<file path="src/rtl/core/ffc_pkg.sv">
`default_nettype none

package ffc_pkg;

   localparam int FORCE_BITS_DEFAULT = 24;

   localparam int GAIN_BITS  = 16;
   localparam int Q_SHIFT    = 16;
   localparam int ROUND_HALF = 1 << (Q_SHIFT - 1);

   localparam logic [GAIN_BITS-1:0] FORCE_GAIN_RESET   = 16'd16384;
   localparam logic [GAIN_BITS-1:0] FILTER_ALPHA_RESET = 16'd655;
   localparam int                   MAX_FORCE_RESET    = 20480;

   localparam int CSR_INDEX_BITS = 4;

   localparam logic [CSR_INDEX_BITS-1:0] REG_FORCE_GAIN    = 4'd0;
   localparam logic [CSR_INDEX_BITS-1:0] REG_FILTER_ALPHA  = 4'd1;
   localparam logic [CSR_INDEX_BITS-1:0] REG_MAX_FORCE     = 4'd2;
   localparam logic [CSR_INDEX_BITS-1:0] REG_EXTERNAL_MODE = 4'd3;

   typedef enum logic [3:0] {
      ST_IDLE,
      ST_SCALE_MUL,
      ST_SCALE_RND,
      ST_FILT_MUL,
      ST_FILT_ADD,
      ST_SQ_MUL,
      ST_SQ_ACC,
      ST_LIM_MUL,
      ST_CMP,
      ST_SQRT,
      ST_DIV_MUL,
      ST_DIV_LOAD,
      ST_DIV_ITER,
      ST_DONE
   } ffc_state_type;

endpackage

`default_nettype wire

</file>
<file path="src/rtl/core/force_feedback_conditioner.sv">
// Channel  | Ports                                         | Transfer
// ---------+-----------------------------------------------+------------------------
// request  | req_valid req_ready req_ext_force_x/y/z        | valid & ready
//          | req_near_switch                               |
// response | rsp_valid rsp_ready rsp_device_force_x/y/z     | valid & ready
// csr      | csr_write_en csr_index csr_wdata              | write_en, no wait
//
// The time from one accept to the next is longest when the magnitude limit acts,
// shorter when it does not and shortest with near_switch set; the shared multiplier
// and the one-bit-per-cycle square root and divide set these times.
// The first item after reset skips the filter steps. In external source mode an item
// is taken and dropped.
// Reset is synchronous; it clears the filter, the registers and the response valid.
// A stalled response holds the next item in its last cycle until the output frees.
`default_nettype none

module force_feedback_conditioner
   import ffc_pkg::*;
#(
   parameter int FORCE_BITS = FORCE_BITS_DEFAULT
) (
   input  wire                          clock,
   input  wire                          reset,

   input  wire                          req_valid,
   output logic                         req_ready,
   input  wire  signed [FORCE_BITS-1:0] req_ext_force_x,
   input  wire  signed [FORCE_BITS-1:0] req_ext_force_y,
   input  wire  signed [FORCE_BITS-1:0] req_ext_force_z,
   input  wire                          req_near_switch,

   output logic                         rsp_valid,
   input  wire                          rsp_ready,
   output logic signed [FORCE_BITS-1:0] rsp_device_force_x,
   output logic signed [FORCE_BITS-1:0] rsp_device_force_y,
   output logic signed [FORCE_BITS-1:0] rsp_device_force_z,

   input  wire                          csr_write_en,
   input  wire  [CSR_INDEX_BITS-1:0]    csr_index,
   input  wire  [((FORCE_BITS-1 > GAIN_BITS) ? FORCE_BITS-1 : GAIN_BITS)-1:0] csr_wdata
);

   localparam int FB       = FORCE_BITS;
   localparam int MW       = FB + 1;
   localparam int PW       = 2 * MW;
   localparam int CNT_BITS = $clog2(FB);

   ffc_state_type state_ff, state_in;

   logic [GAIN_BITS-1:0] gain_ff;
   logic [GAIN_BITS-1:0] alpha_ff;
   logic [FB-2:0]        maxf_ff;
   logic                 ext_ff;

   logic signed [FB-1:0] src_ff  [3];
   logic signed [FB-1:0] vec_ff  [3];
   logic signed [FB-1:0] vec_in  [3];
   logic signed [FB-1:0] filt_ff [3];
   logic signed [FB-1:0] filt_in [3];
   logic                 near_ff, near_in;
   logic                 primed_ff, primed_in;
   logic [1:0]           idx_ff, idx_in;
   logic [CNT_BITS-1:0]  cnt_ff, cnt_in;
   logic signed [PW-1:0] prod_ff, prod_in;
   logic [2*FB-1:0]      m2_ff, m2_in;
   logic [FB-1:0]        root_ff, root_in;
   logic [FB:0]          rem_ff, rem_in;
   logic [FB-2:0]        dvd_ff, dvd_in;

   logic                 rsp_valid_ff, rsp_valid_in;
   logic signed [FB-1:0] rsp_x_ff, rsp_y_ff, rsp_z_ff;
   logic signed [FB-1:0] rsp_x_in, rsp_y_in, rsp_z_in;

   logic signed [MW-1:0] mul_a, mul_b;
   logic signed [PW-1:0] mul_prod;
   logic signed [PW-1:0] rnd;
   logic signed [FB-1:0] rnd_q;
   logic signed [MW-1:0] vec_ext;

   logic [FB+2:0]        sqrt_sh, sqrt_trial, sqrt_diff;
   logic                 sqrt_ge;
   logic [FB:0]          div_sh, div_diff;
   logic                 div_ge;
   logic [FB-2:0]        q_next;

   logic                 accept, last_idx, sqrt_last, div_last, rsp_free, over_limit;

   assign req_ready = (state_ff == ST_IDLE);
   assign accept    = req_valid && req_ready;
   assign rsp_free  = !rsp_valid_ff || rsp_ready;
   assign last_idx  = (idx_ff == 2'd2);
   assign sqrt_last = (cnt_ff == CNT_BITS'(FB - 1));
   assign div_last  = (cnt_ff == CNT_BITS'(FB - 2));

   assign vec_ext = {vec_ff[idx_ff][FB-1], vec_ff[idx_ff]};

   always_comb begin
      mul_a = vec_ext;
      mul_b = vec_ext;
      case (state_ff)
         ST_SCALE_MUL: begin
            mul_a = {src_ff[idx_ff][FB-1], src_ff[idx_ff]};
            mul_b = $signed({{(MW-GAIN_BITS){1'b0}}, gain_ff});
         end
         ST_FILT_MUL: begin
            mul_a = vec_ext - {filt_ff[idx_ff][FB-1], filt_ff[idx_ff]};
            mul_b = $signed({{(MW-GAIN_BITS){1'b0}}, alpha_ff});
         end
         ST_LIM_MUL: begin
            mul_a = $signed({2'b00, maxf_ff});
            mul_b = $signed({2'b00, maxf_ff});
         end
         ST_DIV_MUL: begin
            mul_a = vec_ext[MW-1] ? -vec_ext : vec_ext;
            mul_b = $signed({2'b00, maxf_ff});
         end
         default: begin
            mul_a = vec_ext;
            mul_b = vec_ext;
         end
      endcase
   end

   assign mul_prod = PW'(mul_a) * PW'(mul_b);

   assign rnd   = (prod_ff + PW'(ROUND_HALF)) >>> Q_SHIFT;
   assign rnd_q = rnd[FB-1:0];

   assign over_limit = (m2_ff > prod_ff[2*FB-1:0]);

   assign sqrt_sh    = {2'b00, rem_ff[FB-2:0], m2_ff[2*FB-1 -: 2]} | {rem_ff, 2'b00};
   assign sqrt_trial = {1'b0, root_ff, 2'b01};
   assign sqrt_ge    = (sqrt_sh >= sqrt_trial);
   assign sqrt_diff  = sqrt_sh - sqrt_trial;

   assign div_sh   = {rem_ff[FB-1:0], dvd_ff[FB-2]};
   assign div_ge   = (div_sh >= {1'b0, root_ff});
   assign div_diff = div_sh - {1'b0, root_ff};
   assign q_next   = {dvd_ff[FB-3:0], div_ge};

   // next state
   always_comb begin
      state_in = state_ff;
      case (state_ff)
         ST_IDLE:      if (req_valid && !ext_ff) state_in = ST_SCALE_MUL;
         ST_SCALE_MUL: state_in = ST_SCALE_RND;
         ST_SCALE_RND: begin
            if (!last_idx)      state_in = ST_SCALE_MUL;
            else if (primed_ff) state_in = ST_FILT_MUL;
            else if (near_ff)   state_in = ST_DONE;
            else                state_in = ST_SQ_MUL;
         end
         ST_FILT_MUL:  state_in = ST_FILT_ADD;
         ST_FILT_ADD: begin
            if (!last_idx)    state_in = ST_FILT_MUL;
            else if (near_ff) state_in = ST_DONE;
            else              state_in = ST_SQ_MUL;
         end
         ST_SQ_MUL:    state_in = ST_SQ_ACC;
         ST_SQ_ACC:    state_in = last_idx ? ST_LIM_MUL : ST_SQ_MUL;
         ST_LIM_MUL:   state_in = ST_CMP;
         ST_CMP:       state_in = over_limit ? ST_SQRT : ST_DONE;
         ST_SQRT:      if (sqrt_last) state_in = ST_DIV_MUL;
         ST_DIV_MUL:   state_in = ST_DIV_LOAD;
         ST_DIV_LOAD:  state_in = ST_DIV_ITER;
         ST_DIV_ITER:  if (div_last) state_in = last_idx ? ST_DONE : ST_DIV_MUL;
         ST_DONE:      if (rsp_free) state_in = ST_IDLE;
         default:      state_in = ST_IDLE;
      endcase
   end

   // datapath
   always_comb begin
      vec_in       = vec_ff;
      filt_in      = filt_ff;
      near_in      = near_ff;
      primed_in    = primed_ff;
      idx_in       = idx_ff;
      cnt_in       = cnt_ff;
      prod_in      = prod_ff;
      m2_in        = m2_ff;
      root_in      = root_ff;
      rem_in       = rem_ff;
      dvd_in       = dvd_ff;
      rsp_valid_in = rsp_valid_ff && !rsp_ready;
      rsp_x_in     = rsp_x_ff;
      rsp_y_in     = rsp_y_ff;
      rsp_z_in     = rsp_z_ff;
      case (state_ff)
         ST_IDLE: begin
            if (accept) begin
               near_in = req_near_switch;
               idx_in  = 2'd0;
               m2_in   = '0;
            end
         end
         ST_SCALE_MUL, ST_FILT_MUL, ST_SQ_MUL, ST_LIM_MUL, ST_DIV_MUL: begin
            prod_in = mul_prod;
         end
         ST_SCALE_RND: begin
            vec_in[idx_ff] = (idx_ff == 2'd1) ? -rnd_q : rnd_q;
            if (!primed_ff) filt_in[idx_ff] = (idx_ff == 2'd1) ? -rnd_q : rnd_q;
            if (last_idx) primed_in = 1'b1;
            idx_in = last_idx ? 2'd0 : idx_ff + 2'd1;
         end
         ST_FILT_ADD: begin
            filt_in[idx_ff] = filt_ff[idx_ff] + rnd_q;
            vec_in[idx_ff]  = filt_ff[idx_ff] + rnd_q;
            idx_in = last_idx ? 2'd0 : idx_ff + 2'd1;
         end
         ST_SQ_ACC: begin
            m2_in  = m2_ff + prod_ff[2*FB-1:0];
            idx_in = last_idx ? 2'd0 : idx_ff + 2'd1;
         end
         ST_CMP: begin
            rem_in  = '0;
            root_in = '0;
            cnt_in  = '0;
         end
         ST_SQRT: begin
            rem_in  = sqrt_ge ? sqrt_diff[FB:0] : sqrt_sh[FB:0];
            root_in = {root_ff[FB-2:0], sqrt_ge};
            m2_in   = m2_ff << 2;
            cnt_in  = cnt_ff + CNT_BITS'(1);
         end
         ST_DIV_LOAD: begin
            rem_in = {1'b0, prod_ff[2*FB-2:FB-1]};
            dvd_in = prod_ff[FB-2:0];
            cnt_in = '0;
         end
         ST_DIV_ITER: begin
            rem_in = {1'b0, div_ge ? div_diff[FB-1:0] : div_sh[FB-1:0]};
            dvd_in = q_next;
            cnt_in = cnt_ff + CNT_BITS'(1);
            if (div_last) begin
               vec_in[idx_ff] = vec_ff[idx_ff][FB-1] ? -$signed({1'b0, q_next})
                                                     : $signed({1'b0, q_next});
               idx_in = last_idx ? 2'd0 : idx_ff + 2'd1;
            end
         end
         ST_DONE: begin
            if (rsp_free) begin
               rsp_valid_in = 1'b1;
               rsp_x_in     = near_ff ? '0 : vec_ff[0];
               rsp_y_in     = near_ff ? '0 : vec_ff[1];
               rsp_z_in     = near_ff ? '0 : vec_ff[2];
            end
         end
         default: begin
            prod_in = prod_ff;
         end
      endcase
   end

   always_ff @(posedge clock) begin
      if (reset) begin
         state_ff     <= ST_IDLE;
         idx_ff       <= '0;
         cnt_ff       <= '0;
         primed_ff    <= 1'b0;
         filt_ff      <= '{default: '0};
         rsp_valid_ff <= 1'b0;
         gain_ff      <= FORCE_GAIN_RESET;
         alpha_ff     <= FILTER_ALPHA_RESET;
         maxf_ff      <= (FB-1)'(MAX_FORCE_RESET);
         ext_ff       <= 1'b0;
      end else begin
         state_ff     <= state_in;
         idx_ff       <= idx_in;
         cnt_ff       <= cnt_in;
         primed_ff    <= primed_in;
         filt_ff      <= filt_in;
         rsp_valid_ff <= rsp_valid_in;
         if (csr_write_en) begin
            case (csr_index)
               REG_FORCE_GAIN:    gain_ff  <= csr_wdata[GAIN_BITS-1:0];
               REG_FILTER_ALPHA:  alpha_ff <= csr_wdata[GAIN_BITS-1:0];
               REG_MAX_FORCE:     maxf_ff  <= csr_wdata[FB-2:0];
               REG_EXTERNAL_MODE: ext_ff   <= csr_wdata[0];
               default:           ext_ff   <= ext_ff;
            endcase
         end
      end
   end

   always_ff @(posedge clock) begin
      if (accept) begin
         src_ff[0] <= req_ext_force_y;
         src_ff[1] <= req_ext_force_z;
         src_ff[2] <= req_ext_force_x;
      end
      vec_ff   <= vec_in;
      near_ff  <= near_in;
      prod_ff  <= prod_in;
      m2_ff    <= m2_in;
      root_ff  <= root_in;
      rem_ff   <= rem_in;
      dvd_ff   <= dvd_in;
      rsp_x_ff <= rsp_x_in;
      rsp_y_ff <= rsp_y_in;
      rsp_z_ff <= rsp_z_in;
   end

   assign rsp_valid          = rsp_valid_ff;
   assign rsp_device_force_x = rsp_x_ff;
   assign rsp_device_force_y = rsp_y_ff;
   assign rsp_device_force_z = rsp_z_ff;

   a_ext_drop: assert property (@(posedge clock) disable iff (reset)
      (accept && ext_ff) |=> (state_ff == ST_IDLE && $stable(primed_ff)))
      else $error("item taken in external source mode started work");

   a_mag_nonzero: assert property (@(posedge clock) disable iff (reset)
      (state_ff == ST_DIV_MUL) |-> (root_ff != '0))
      else $error("limit divide with zero magnitude");

   a_div_rem: assert property (@(posedge clock) disable iff (reset)
      (state_ff == ST_DIV_ITER) |-> (rem_ff < {1'b0, root_ff}))
      else $error("divide remainder not below magnitude");

   a_rsp_from_done: assert property (@(posedge clock) disable iff (reset)
      $rose(rsp_valid_ff) |-> $past(state_ff == ST_DONE))
      else $error("response raised outside done state");

   a_sqrt_count: assert property (@(posedge clock) disable iff (reset)
      (state_ff == ST_SQRT) |-> (cnt_ff <= CNT_BITS'(FB - 1)))
      else $error("square root ran past its digit count");

endmodule

`default_nettype wire
</file>
<file path="config.mk">
export PLATFORM = sky130hd
export DESIGN_NAME = force_feedback_conditioner
export DESIGN_NICKNAME = d
export VERILOG_FILES = /design/src/rtl/core/ffc_pkg.sv /design/src/rtl/core/force_feedback_conditioner.sv
export SDC_FILE = /design/constraint.sdc
export NUM_CORES = 2
export LEC_CHECK = 0
export BUFFER_PORTS_ARGS = -buffer_cell sky130_fd_sc_hd__buf_2
export CORE_MARGIN = 2
export CORE_UTILIZATION = 35
export DETAILED_ROUTE_END_ITERATION = 8
export GPL_ROUTABILITY_DRIVEN = 0
export PLACE_DENSITY = 0.61
export SKIP_LAST_GASP = 1
export SLEW_MARGIN = 20
export SYNTH_ARGS = -nofsm -noshare
export SYNTH_HDL_FRONTEND = slang
export SYNTH_SLANG_ARGS = --single-unit
export TNS_END_PERCENT = 30
</file>
<file path="constraint.sdc">
create_clock -name clock -period 9.95 [get_ports clock]
set_input_delay 2.985 -clock clock [delete_from_list [all_inputs] [get_ports clock]]
set_output_delay 2.985 -clock clock [all_outputs]
set_load 0.03 [all_outputs]
</file>
[Word-level counts from Yosys, hierarchy flattened]
Memories as Yosys holds them, arrays and structs flattened. A register that Yosys moved wholly into a read port is not among the register bits.
Index checks and enable logic that the tools add are counted.
Storage, ports and cells
  register bits after elaboration: 454
  RAM bits: 72
  input port bits: 105
  output and inout bits: 74
  logic and storage cells: 157
  memories kept: 1
Operators by class
  add/subtract/negate cells: 11
  multipliers: 1
  $lt $le $gt $ge: 5
  eq/ne operators: 26
  muxes and demuxes: 52
  bitwise gates (word level): 2
  reduce and logical (&&, ||, !) cells: 35
Memories
  src_ff: depth 3, bits a word 24, read ports 1, clocked after Yosys merged registers in 1, wr ports 3, RTL line force_feedback_conditioner.sv:55  | logic signed [FB-1:0] src_ff [3];
Operators with widths (number)
  72-bit bitwise mux: 5
  72-bit case mux with 3 select lines: 1
  25-bit case mux with 4 select lines: 2
  24-bit two-way mux: 8
  72-bit two-way mux: 2
  48-bit case mux with 3 select lines: 1
  72-bit case mux with 2 select lines: 1
  24-bit binary-select mux with 2-bit select: 2
  25-bit case mux with 3 select lines: 1
  4-bit case mux with 14 select lines: 1
  25-bit two-way mux: 2
  48-bit adder: 1
  24-bit demux with 2-bit select: 1
  48-bit > comparator: 1
  25-bit by 25-bit multiplier with 48-bit output: 1
  48-bit two-way mux: 1
  24-bit case mux with 2 select lines: 1
  23-bit case mux with 2 select lines: 1
  40-bit by 17-bit adder with 40-bit output, second input constant: 1
  4-bit two-way mux: 8
  27-bit by 26-bit greater-or-equal comparator with 1-bit output: 1
  25-bit by 27-bit OR with 27-bit output: 1
  25-bit by 24-bit greater-or-equal comparator with 1-bit output: 1
  24-bit negator with 25-bit output: 1
  38 further kinds: 86

[Logic depth before layout (Yosys ltp)]
  word-level depth: 8
  mapped depth: 48
  gate-level depth less buffers: 41

[Worst setup path before layout]
Ideal clock, no wire load.
  kind: register -> register
  start: reg idx_ff[0]
  end: reg prod_ff[46], data pin
  library setup time: 0.264 ns
  data arrival time: 10.749 ns
  setup slack: -1.063 ns
  cell stages (with the launch flop): 43
  path buffers: 7
  cells stage by stage: dfxtp_1 > buf_6 > buf_6 > buf_4 > buf_1 > buf_1 > mux2i_1 > o21ai_0 > ha_1 > fa_1 > nor2b_1 > o21ai_0 > a21oi_1 > o31a_1 > o211ai_1 > a21oi_1 > o21ai_0 > a221o_1 > [... 7 more ...] > fa_1 > fa_1 > fa_1 > inv_1 > fa_1 > inv_1 > ha_1 > clkbuf_1 > a21o_1 > nor3_1 > o2bb2ai_1 > o21ai_0 > nand2_1 > o31ai_1 > o41a_1 > a211o_1 > a221oi_1 > xnor2_1
On the way
  longest elaborated chain between the ends: 8
RTL lines
  start: declaration: RTL line force_feedback_conditioner.sv:62  | logic [1:0] idx_ff, idx_in;
  start signal: assignment: RTL line force_feedback_conditioner.sv:269  | idx_ff <= idx_in;
  2-bit NOT with 3-bit output (implied by the code) *: RTL line force_feedback_conditioner.sv:95, force_feedback_conditioner.sv:106
  24-bit binary-select mux with 2-bit select: RTL line force_feedback_conditioner.sv:95  | assign vec_ext = {vec_ff[idx_ff][FB-1], vec_ff[idx_ff]};
  24-bit two-way mux (implied by the code) (2 in series): RTL line force_feedback_conditioner.sv:95
  24-bit negator with 25-bit output: RTL line force_feedback_conditioner.sv:114  | mul_a = vec_ext[MW-1] ? -vec_ext : vec_ext;
  25-bit two-way mux: RTL line force_feedback_conditioner.sv:114
  25-bit case mux with 4 select lines: RTL line force_feedback_conditioner.sv:100  | case (state_ff)
  25-bit by 25-bit multiplier with 48-bit output *: RTL line force_feedback_conditioner.sv:124  | assign mul_prod = PW'(mul_a) * PW'(mul_b);
  via mul_prod[46]: RTL line force_feedback_conditioner.sv:75  | logic signed [PW-1:0] mul_prod;
  end signal: assignment: RTL line force_feedback_conditioner.sv:294  | prod_ff <= prod_in;
  end: declaration: RTL line force_feedback_conditioner.sv:64  | logic signed [PW-1:0] prod_ff, prod_in;
The timed path passes the listed nets; every way through them passes the cells marked *. The select of a mux whose other input is x is not followed.
A chain may end at the register's enable or synchronous reset.

[Worst setup path in the final report]
Same ends and word-level chain as after synthesis.

==> impl_metrics.toml <==
[status]
outcome = "complete, but fails checks"
failed_checks = "setup timing"

[logic_synthesis]
synthCells = 6208
syn_area_per_cell_um2 = 8.98
ys_types = 94
syn_nets = 7293
synth_area_leaders = "fa_1 (23%), edfxtp_1 (21%), ha_1 (7.5%), inv_1 (5.9%), nand2_1 (5.4%)"
ys_warn_count = 0
muxShareOfSynthArea = 0.0171
synth_top_cell_by_area = "fa_1"
synth_top_flop_cell = "edfxtp_1"
yosys_register_bits = 528
yosysSeqAreaShare = 0.259
synth_enable_flop_cells = 385
synth_fa_ha_area_frac = 0.307
synth-simple-area-share = 0.151
synth_top_family_by_area = "adder cells"
async_flop_share = 0
synth-compound-area-share = 0.146
yosysTopAreaCellShare = 0.231
synthXorXnorAreaFrac = 0.0412
synthesis.area_mm2 = 0.0558

[floorplanning]
die_h_um = 403
die-area_mm2 = 0.163
num_rows = 146
design.portCount = 179
core_mm2 = 0.158
initial_core_util = 0.352
die_w_um = 403

[worst_hold_path]
holdPathEnd = "filt_ff[71]"
hold_start = "filt_ff[71]"
holdCritPathClass = "flop to flop"
holdPathStages = 2

[critical_path]
cp_slowest_cell = "fa_2"
r2r-end = "prod_ff[46]"
r2r_slack_ps = -260
worstSetupStartpoint = "idx_ff[0]"
critPathKind = "flop to flop"
timing.rr.start = "idx_ff[0]"
cp.required_ps = 10350
cp.arrival_ps = 10610
cpPeakStageDelay_ps = 570
crit_path_end_kind = "flop"
worstSetupStartpointType = "flop"
reg2regPathDepth = 44
critPathMaxFanout = 8

[layout]
seq_area_mm2 = 0.0144
num-nets-final = 7876
post_route_cells_drive_above_1_share = 0.173
nFillCells = 15318
areaGrowthSynthToFinish_pct = 19.9
multi_input_area_mm2 = 0.0382

[sta]
finalMaxSlewViolations = 0
final_hold_viol_count = 0
hold_ws_ps = 456
worst_pin_slew_ps = 1200
finClkSkew_ps = 34.1
period_share = 1.03
fin_crit_ps = 10210
finalSetupViolCount = 9
max-slew-margin-rel = 0.201
setup_ws_ps = -261
rsz0062_at_grt = "yes"
clock.fmax_ghz = 0.0979

[clocking]
cts.clk_slew.worst_paths_ps = 60
cts_made_buffers = 61
h-tree-depth = 2
clk_path_buf_depth = 3
cts_root_buf = "clkbuf_16"
insertion_delay_ps = 660
clkSinkCount = 528
cts_tree = "done"

[global_routing]
grt_pass1_vias = 48602
grt_pass1_wl_mm = 304
grt_max_degree = 84
grt-ovfl-total = 0
antenna_found_initial = 10
track_usage = 0.246

[drt]
vias = 49197
drtIter0Drc = 5212
detail-route-antenna-nets = 0
drc = 0
via_per_inst = 5.52
wl_per_cell_um = 22.9
wl_mm = 205
drt-pass1-iter-count = 6

[place]
io_buffers = 178
place_hpwl_mm = 163

[flow_run]
cap_violations = 0
==> worst max-delay path: cells and delay by family (launching register included) <==
kind	cells	cell delay [ps]
compound gates	18	3310
xor+xnor	2	260
fa+ha+maj	10	4320
buf+inv	10	1170
flops	1	380
simple gates	4	460
==> cells by family (layout without fill, tap and decap cells) <==
logic type,Yosys count,count (layout)
xor+xnor,261,261
mux,95,95
other cells,0,5
buf+inv,1163,1796
compound gates,1257,1257
flops,528,528
simple gates,1924,1925
fa+ha+maj,980,980
==> final cells by class <==
class	count	area share
Inverter	875	0.0491
Tap cell	2072	0.0388
Multi-Input combinational cell	4518	0.572
Clock inverter	46	0.00715
Sequential cell	528	0.216
Clock buffer	68	0.0235
Antenna cell	5	0.000187
Timing Repair Buffer	807	0.0936
==> placed cells by master, fill, tap and decap left out, drive strengths merged, types with 17 or more instances in the layout <==
cell / netlist / routed
o2bb2ai: 19 / 19
and3: 20 / 20
o21ai: 346 / 346
fa: 644 / 644
a21o: 77 / 77
mux2i: 94 / 94
a21oi: 348 / 348
nor2b: 109 / 110
nand2: 801 / 801
o221ai: 20 / 20
nand4: 36 / 36
clkinv: 0 / 26
a31oi: 37 / 37
edfxtp: 385 / 385
ha: 336 / 336
nor3: 67 / 67
o31ai: 25 / 25
nand2b: 40 / 40
xnor2: 183 / 183
clkbuf: 233 / 69
o22ai: 19 / 19
a211oi: 58 / 58
a221oi: 28 / 28
o21a: 29 / 29
buf: 55 / 805
nand3: 79 / 79
a22oi: 28 / 28
nor4: 25 / 25
a22o: 28 / 28
o211ai: 22 / 22
dfxtp: 143 / 143
a311oi: 17 / 17
o21bai: 27 / 27
or2: 18 / 18
and2: 33 / 33
xor2: 77 / 77
nor2: 642 / 642
inv: 875 / 877
==> worst max path at each step <==
stage,end,slack [ps],depth (start not counted)
floorplan,prod_ff[46],10,45
global placement,prod_ff[46],-480,39
detailed placement,prod_ff[46],-580,39
CTS,prod_ff[46],-80,41
global route,prod_ff[46],-460,44
finish,prod_ff[46],-260,44
==> state kept, by name, summed over array words and instances (netlist names), named ones only <==
signal / count
filt_ff: 72
src_ff: 72
vec_ff: 72
m2_ff: 48
prod_ff: 48
rem_ff: 25
root_ff: 24
rsp_device_force_x: 24
rsp_device_force_y: 24
rsp_device_force_z: 24
dvd_ff: 23
maxf_ff: 23
alpha_ff: 16
gain_ff: 16
cnt_ff: 5
state_ff: 4
idx_ff: 2
ext_ff: 1
near_ff: 1
primed_ff: 1
rsp_valid: 1
==> cells in the mapped netlist (94+ instances only) <==
| cell | number |
|---|---|
| mux2i_1 | 94 |
| edfxtp_1 | 385 |
| nor2_1 | 631 |
| nand2_1 | 800 |
| xnor2_1 | 183 |
| o21ai_0 | 324 |
| inv_1 | 874 |
| nor2b_1 | 108 |
| clkbuf_1 | 233 |
| a21oi_1 | 345 |
| dfxtp_1 | 143 |
| ha_1 | 336 |
| fa_1 | 644 |
==> through the flow <==
stage	util	setup TNS (ps)	cells	setup WS (ps)	cell area, µm²
2_1_floorplan	-	0	6208	10.6	55900
3_3_place_gp	0.396	-5350	8714	-483	62800
3_5_place_dp	0.396	-6740	8714	-583	62800
4_1_cts	0.415	-99.7	8867	-84.0	65700
5_1_grt	0.422	-6040	8916	-457	66900
6_report	0.422	-1090	8919	-261	66900
==> layer usage <==
layer | up-vias | wire (µm) | track usage
met2 | 2637 | 90400 | 0.383
met4 | 10 | 13400 | 0.133
met1 | 24127 | 80300 | 0.319
met5 | - | 79 | 0
li1 | 21794 | - | -
met3 | 629 | 20500 | 0.0513
==> timing repair <==
action                                  4_1_cts  5_1_grt
resized for setup                           116      166
cloned                                        2        1
pin swaps                                    76      101
hold buffers                                  0        0
endpoints found under the setup margin       24       26
setup buffers                                39       50
Power is left out: the tool's default activity adds up to more than one toggle a clock period on the data nets, which glitch-free logic cannot reach.
